[config.mk]
export PLATFORM = sky130hd
export DESIGN_NAME = midi_byte_to_usb_packet_core
export DESIGN_NICKNAME = d
export VERILOG_FILES = /design/src/mbup_pkg.sv /design/src/midi_byte_to_usb_packet_core.sv /design/src/mbup_step.sv
export SDC_FILE = /design/constraint.sdc
export NUM_CORES = 1
export LEC_CHECK = 0
export BUFFER_PORTS_ARGS = -buffer_cell sky130_fd_sc_hd__buf_2
export CAP_MARGIN = 10
export CORE_ASPECT_RATIO = 0.5
export CORE_MARGIN = 3
export CORE_UTILIZATION = 39
export DETAILED_ROUTE_END_ITERATION = 6
export GPL_TIMING_DRIVEN = 0
export HOLD_SLACK_MARGIN = 0.02
export PLACE_DENSITY = 0.69
export SLEW_MARGIN = 20
export SYNTH_ARGS = -nofsm -noshare
export SYNTH_HDL_FRONTEND = slang
export SYNTH_SLANG_ARGS = --single-unit
[constraint.sdc]
create_clock -name clk -period 10.5 [get_ports clk]
set_input_delay 0.525 -clock clk [delete_from_list [all_inputs] [get_ports clk]]
set_output_delay 0.525 -clock clk [all_outputs]
set_load 0.02 [all_outputs]
[src/mbup_pkg.sv]
// ----------------------------------------------------------------------------
// mbup_pkg
// Types and constants for the MIDI byte to USB-MIDI packet core.
// ----------------------------------------------------------------------------
package mbup_pkg;

  // configuration register indexes (byte address = 4 * index)
  localparam logic [1:0] REG_CABLE  = 2'd0;
  localparam logic [1:0] REG_COMMON = 2'd1;
  localparam logic [1:0] REG_SYSTEM = 2'd2;

  localparam logic [3:0]  CABLE_RST  = 4'd0;
  localparam logic [15:0] COMMON_RST = 16'h25AA;
  localparam logic [31:0] SYSTEM_RST = 32'h0000_0064;

  // MIDI status bytes
  localparam logic [7:0] SYSEX_START = 8'hF0;
  localparam logic [7:0] SYSEX_END   = 8'hF7;

  // code index numbers
  localparam logic [3:0] CIN_SYS_2BYTE = 4'h2;
  localparam logic [3:0] CIN_SYS_3BYTE = 4'h3;
  localparam logic [3:0] CIN_SYSEX     = 4'h4;
  localparam logic [3:0] CIN_END_1     = 4'h5;
  localparam logic [3:0] CIN_END_2     = 4'h6;
  localparam logic [3:0] CIN_END_3     = 4'h7;
  localparam logic [3:0] CIN_REALTIME  = 4'hF;

  typedef struct packed {
    logic [7:0] cur_status;
    logic [1:0] expected_count;
    logic [7:0] remaining_count;
    logic [1:0] sysex_position;
    logic [7:0] held_first;
    logic [7:0] held_second;
    logic [7:0] held_third;
  } parse_state_t;

  typedef struct packed {
    logic [3:0]  cable_number;
    logic [15:0] common_length_table;
    logic [31:0] system_length_table;
  } cfg_regs_t;

  // packed as on the wire: header in the lowest byte
  typedef struct packed {
    logic [7:0] event_byte_three;
    logic [7:0] event_byte_two;
    logic [7:0] event_byte_one;
    logic [7:0] header_byte;
  } usb_packet_t;

endpackage

[src/midi_byte_to_usb_packet_core.sv]
// ----------------------------------------------------------------------------
// midi_byte_to_usb_packet_core
// Serial MIDI byte stream in, USB-MIDI 4-byte event packets out.
// ----------------------------------------------------------------------------
// Takes one MIDI byte per clock and emits zero or one USB-MIDI event packet
// per byte. A byte is registered in the stage register at its input transfer,
// parsed there against the running status, and its packet (if any) is loaded
// into the output register when the staged byte retires. Throughput is one
// byte per cycle; the input only stalls when a byte that makes a packet finds
// the output register still held by the sink.
// Length tables and the cable number come from the APB registers (0x0 cable,
// 0x4 common-message lengths, 0x8 system-message lengths) and must only be
// written while the stream is idle.
module midi_byte_to_usb_packet_core (
  input  logic        clk,
  input  logic        rst_n,
  // input stream
  input  logic        in_tvalid,
  output logic        in_tready,
  input  logic [7:0]  in_tdata,   // [7:0] midi_byte
  // output stream
  output logic        out_tvalid,
  input  logic        out_tready,
  output logic [31:0] out_tdata,  // [7:0] header_byte, [15:8] event_byte_one,
                                  // [23:16] event_byte_two, [31:24] event_byte_three
  // register port
  input  logic        cfg_psel,
  input  logic        cfg_penable,
  input  logic        cfg_pwrite,
  input  logic [3:0]  cfg_paddr,
  input  logic [31:0] cfg_pwdata,
  output logic [31:0] cfg_prdata,
  output logic        cfg_pready
);
  import mbup_pkg::*;

  cfg_regs_t    cfg_r;
  parse_state_t state_r;
  parse_state_t state_nxt;
  usb_packet_t  packet;
  usb_packet_t  out_data_r;
  logic         emit;
  logic         stage_v_r;
  logic [7:0]   stage_byte_r;
  logic         out_v_r;
  logic         out_free;
  logic         stage_go;
  logic         in_xfer;
  logic         cfg_wr;

  assign cfg_pready = 1'b1;
  assign cfg_wr     = cfg_psel & cfg_penable & cfg_pwrite;

  always_ff @(posedge clk) begin
    if (!rst_n) begin
      cfg_r.cable_number        <= CABLE_RST;
      cfg_r.common_length_table <= COMMON_RST;
      cfg_r.system_length_table <= SYSTEM_RST;
    end else if (cfg_wr) begin
      case (cfg_paddr[3:2])
        REG_CABLE:  cfg_r.cable_number        <= cfg_pwdata[3:0];
        REG_COMMON: cfg_r.common_length_table <= cfg_pwdata[15:0];
        REG_SYSTEM: cfg_r.system_length_table <= cfg_pwdata;
        default: ;
      endcase
    end
  end

  always_comb begin
    case (cfg_paddr[3:2])
      REG_CABLE:  cfg_prdata = {28'd0, cfg_r.cable_number};
      REG_COMMON: cfg_prdata = {16'd0, cfg_r.common_length_table};
      REG_SYSTEM: cfg_prdata = cfg_r.system_length_table;
      default:    cfg_prdata = 32'd0;
    endcase
  end

  mbup_step u_step (
    .midi_byte (stage_byte_r),
    .cfg       (cfg_r),
    .state     (state_r),
    .state_nxt (state_nxt),
    .emit      (emit),
    .packet    (packet)
  );

  // a staged byte retires unless it makes a packet and the output is held
  assign out_free  = !out_v_r || out_tready;
  assign stage_go  = stage_v_r && (!emit || out_free);
  assign in_tready = !stage_v_r || stage_go;
  assign in_xfer   = in_tvalid && in_tready;

  always_ff @(posedge clk) begin
    if (!rst_n) begin
      stage_v_r <= 1'b0;
      out_v_r   <= 1'b0;
      state_r   <= '0;
    end else begin
      if (in_xfer) begin
        stage_v_r <= 1'b1;
      end else if (stage_go) begin
        stage_v_r <= 1'b0;
      end
      if (stage_go) begin
        state_r <= state_nxt;
      end
      if (stage_go && emit) begin
        out_v_r <= 1'b1;
      end else if (out_tready) begin
        out_v_r <= 1'b0;
      end
    end
  end

  always_ff @(posedge clk) begin
    if (in_xfer) begin
      stage_byte_r <= in_tdata;
    end
    if (stage_go && emit) begin
      out_data_r <= packet;
    end
  end

  assign out_tvalid = out_v_r;
  assign out_tdata  = out_data_r;

endmodule

[src/mbup_step.sv]
// ----------------------------------------------------------------------------
// mbup_step
// Parser step: next parser state and the optional event packet for one byte.
// ----------------------------------------------------------------------------
module mbup_step (
  input  logic [7:0]            midi_byte,
  input  mbup_pkg::cfg_regs_t   cfg,
  input  mbup_pkg::parse_state_t state,
  output mbup_pkg::parse_state_t state_nxt,
  output logic                  emit,
  output mbup_pkg::usb_packet_t packet
);
  import mbup_pkg::*;

  logic [3:0] code;
  logic [7:0] b1, b2, b3;
  logic [1:0] common_cnt;
  logic [1:0] system_cnt;
  logic [1:0] pos_inc;
  logic [7:0] rem_nxt;

  assign common_cnt = cfg.common_length_table[{midi_byte[6:4], 1'b0} +: 2];
  assign system_cnt = cfg.system_length_table[{midi_byte[3:0], 1'b0} +: 2];
  assign pos_inc    = state.sysex_position + 2'd1;
  assign rem_nxt    = (state.remaining_count == 8'd0) ?
                      ({6'd0, state.expected_count} - 8'd1) :
                      (state.remaining_count - 8'd1);

  always_comb begin
    state_nxt = state;
    emit      = 1'b0;
    code      = CIN_REALTIME;
    b1        = 8'd0;
    b2        = 8'd0;
    b3        = 8'd0;

    if (midi_byte[7]) begin
      if (midi_byte[7:3] == 5'b11111) begin
        // realtime: straight through, running status untouched
        emit = 1'b1;
        code = CIN_REALTIME;
        b1   = midi_byte;
      end else begin
        state_nxt.cur_status     = midi_byte;
        state_nxt.expected_count = common_cnt;
        if (common_cnt == 2'd0) begin
          state_nxt.expected_count = system_cnt;
          if (midi_byte == SYSEX_START) begin
            state_nxt.held_first     = SYSEX_START;
            state_nxt.sysex_position = 2'd1;
          end else if (midi_byte == SYSEX_END) begin
            emit = 1'b1;
            case (state.sysex_position)
              2'd0: begin
                code = CIN_END_1;
                b1   = SYSEX_END;
              end
              2'd1: begin
                code = CIN_END_2;
                b1   = state.held_first;
                b2   = SYSEX_END;
              end
              default: begin
                code = CIN_END_3;
                b1   = state.held_first;
                b2   = state.held_second;
                b3   = SYSEX_END;
              end
            endcase
            state_nxt.sysex_position = 2'd0;
          end
        end
        state_nxt.remaining_count = {6'd0, state_nxt.expected_count};
      end
    end else if (state.cur_status == SYSEX_START) begin
      state_nxt.sysex_position = pos_inc;
      if (pos_inc == 2'd1) begin
        state_nxt.held_first = midi_byte;
      end else if (pos_inc == 2'd2) begin
        state_nxt.held_second = midi_byte;
      end else begin
        state_nxt.held_third     = midi_byte;
        state_nxt.sysex_position = 2'd0;
        emit = 1'b1;
        code = CIN_SYSEX;
        b1   = state.held_first;
        b2   = state.held_second;
        b3   = midi_byte;
      end
    end else begin
      state_nxt.remaining_count = rem_nxt;
      if (state.expected_count == 2'd1) begin
        state_nxt.held_second = midi_byte;
        state_nxt.held_third  = 8'd0;
      end else if (rem_nxt == 8'd0) begin
        state_nxt.held_third = midi_byte;
      end else begin
        state_nxt.held_second = midi_byte;
      end

      if (rem_nxt == 8'd0) begin
        emit = 1'b1;
        if (state.cur_status[7:4] != 4'hF) begin
          code = state.cur_status[7:4];
        end else if (state.expected_count == 2'd0) begin
          code = CIN_END_1;
        end else if (state.expected_count == 2'd1) begin
          code = CIN_SYS_2BYTE;
        end else begin
          code = CIN_SYS_3BYTE;
        end
        b1 = state.cur_status;
        b2 = state_nxt.held_second;
        b3 = state_nxt.held_third;
      end
    end

    packet.header_byte      = {cfg.cable_number, code};
    packet.event_byte_one   = b1;
    packet.event_byte_two   = b2;
    packet.event_byte_three = b3;
  end

endmodule

==> key figures <==
CTS
  • CTS Buffer Depth: 2
  • Root Buffer Master: clkbuf_16
  • CTS tree: done
  • Reg clk slew, reported paths: 0.05 ns
  • Setup Fix Bufs, Post-CTS: 0
  • Post_cts resized: 0
  • H-Tree Depth: 4
  • Worst-Skew Late Latency: 0.42 ns
  • CTS Buf Count: 17
  • Clock Sinks: 130
  • Post-CTS Hold Buffers: 0

Timing
  • Tmin final: 3.838 ns
  • Slew margin rel.: 35.69%
  • RSZ-0062 raised after global routing: false
  • Worst-case hold slack: 0.2871 ns
  • Hold Violations, Final: 0
  • Layout Skew: 0.009466 ns
  • Worst slew pin tran: 0.9625 ns
  • # setup viols final: 0
  • Setup TNS: 0 ns
  • Max Clk Rate: 260.5 MHz
  • Fin. max-slew vios: 0
  • Fin crit share: 36.55%
  • Final WS setup: 6.662 ns

Yosys
  • Post-Syn Instances: 656
  • Post-synthesis sequential area ratio: 46.61%
  • Synth warnings: 0
  • Avg Inst Size Synth: 9.821 um^2
  • Unique masters post-synth: 67
  • Number of synthesized flops with an enable pin: 40
  • Syn_nets: 712
  • Post-Syn Area: 6442 um^2
  • Async SR Flop Fraction: 0%
  • Synthesis-stage register bit count: 130
  • Post-synth top flop: dfxtp_1

Cells and area
  • Final design utilization: 50.33%
  • Ratio of cells with drive above 1 in the final layout: 23.82%
  • Area delta synth->final: 23.25%
  • # diodes: 0
  • Fill cell count: 1478
  • Final net count: 845

Detailed routing
  • Routed wire length: 17680 um
  • WL/cell: 17.28 um
  • Routed Antenna Nets: 0
  • Vias: 5461
  • Drt via density: 5.338
  • Drt first pass iters: 5
  • DRT iter0 DRCs: 544
  • Number of remaining DRC errors: 0

Power
  • Power Total: 0.001269 W
  • VDD IR max: 81.86 uV
  • Cell area power density: 159.8 nW/um^2
  • P_leak: 3.264 nW

Global routing
  • Grt peak-use layer: met2
  • Total track usage: 19.68%
  • Largest net degree at the start of global routing: 31
  • GR Overflow Total: 0
  • M3 GR Usage: 5.503%
  • Vias in the first global route: 5409
  • Grt met1 use: 26.17%
  • Initial antenna violation count: 0
  • First-pass GRT wire length: 28810 um
  • Met2 GRT Util: 31.57%

Worst setup path
  • CP Launch Type: flop
  • Critical path type: reg -> out
  • CP required: 9.98 ns
  • Worst EP arrival: 3.31 ns
  • CP top delay family: buffers and inverters
  • CP endpoint kind: output port
  • CP max stage cell: buf_1
  • Reg2reg setup slack: 7.07 ns
  • Sum of buffers and inverters on the critical path: 3
  • Critical Path, Cell by Cell: buf_1, mux4_2, mux2_4, nor3b_4, a31oi_2, o211a_1, buf_6, nor2_1, nand2_1, buf_2
  • Logic depth of the worst path, buffers included: 10
  • CP peak stage delay: 0.50 ns
  • Crit Path Max Fanout: 9
  • Reg2reg path depth: 9

Worst hold path
  • Hold WC Path Type: in -> reg
  • Hold Path Stages: 1

Floorplanning
  • Area of the die: 18190 um^2
  • Die H: 96.88 um
  • Die Wd: 187.8 um
  • Placeable Area: 15780 um^2
  • I/O Pins: 118
  • Row Count: 32
  • Starting Density: 40.84%

Place
  • PortBufs: 112
  • Final HPWL DP: 12930 um
  • GP Congestion: 0.9018
  • DP Worst Slack: 7.188 ns

Outcome
  • Status: finished, final reports clean

Flow run
  • Max-cap viol count: 0
## placed cells by master, fill, tap and decap left out, types with 6 or more instances in the layout
cell type / n
nand2_1: 131
buf_2: 116
dfxtp_1: 90
a21boi_0: 42
clkbuf_1: 41
edfxtp_1: 40
mux2i_1: 26
nor2_1: 25
nor2b_1: 23
and2_1: 21
nand3_1: 20
clkbuf_16: 19
o21ai_0: 18
a21oi_1: 16
a22o_1: 15
mux4_2: 14
inv_1: 11
a21o_1: 10
nand2b_1: 9
nor3_1: 8
o211a_1: 6
a221o_1: 6
## cells by family (layout without fill, tap and decap cells)
logic type	after synthesis	count (layout)	share of synthesized area (%)
mux	42	42	9.342
compound gates	144	144	17.52
flops	130	130	46.61
other cells	1	1	0.05821
simple gates	272	272	21.17
buf+inv	61	207	4.195
fa+ha+maj	5	5	0.9711
xor+xnor	1	1	0.1360
## worst register-to-register path, stage by stage (launching register included)
cell and delay [ns]:
edfxtp_1 0.40, buf_1 0.50, mux4_2 0.32, mux2_4 0.19, nor3b_4 0.07, a31oi_2 0.42, o211a_1 0.24, buf_6 0.17
nor2_1 0.08, a21oi_1 0.66
## routing by layer
metal,share of wire [%],vias up
met5,0,-
met4,1.3,0
met3,7.5,27
met2,46,213
met1,45,2611
li1,-,2610
## Yosys cell counts (6+ instances only)
cell,count,area [um^2]
a221o_1,6,60.06
a21o_1,10,75.07
a21boi_0,42,315.3
mux4_2,14,315.3
nand2b_1,9,56.30
clkbuf_1,39,146.4
a21oi_1,16,80.08
o211a_1,6,60.06
nor3_1,8,40.04
nand3_1,20,100.1
a22o_1,15,131.4
inv_1,11,41.29
nor2_1,26,97.59
nand2_1,131,491.7
nor2b_1,23,143.9
and2_1,21,131.4
dfxtp_1,90,1802
edfxtp_1,40,1201
mux2i_1,26,260.3
o21ai_0,18,90.09
## layout make-up
type	instances	area (um^2)	share of cell area, %
well taps	221	276.5	3.483
flip-flops and latches	130	3003	37.82
repair buffers	114	585.6	7.375
clock inverters	10	120.1	1.513
multi-input cells	465	3188	40.15
inverters	11	41.29	0.5200
plain buffers	50	229.0	2.884
clock buffers	22	496.7	6.256
## per-stage QoR
stage                     cells  instance area (um^2)
after floorplan             656                  6442
after global placement      989                  7279
final                      1023                  7940
after global routing       1023                  7940
after detailed placement    991                  7318
after CTS                  1023                  7935
## final timing paths
check             startpoint               to
max          stage_byte_r[6]        in_tready
min              in_tdata[0]  stage_byte_r[0]
max reg2reg  stage_byte_r[6]  stage_byte_r[2]
min reg2reg        cfg_r[28]        cfg_r[28]
## registers in the layout, indices dropped and copies added (netlist names)
register	cells
stage_v_r	1
out_tvalid	1
stage_byte_r	8
out_tdata	32
state_r	36
cfg_r	52
## power breakdown
part	internal (W)	total, W	leakage (nW)	switching, W
sequential	0.000526	0.000535	1.08	0.00000859
combinational	0.0000498	0.000121	1.88	0.0000716
clock	0.000386	0.000613	0.302	0.000227
No activity file was read; power rests on OpenSTA's default activity.
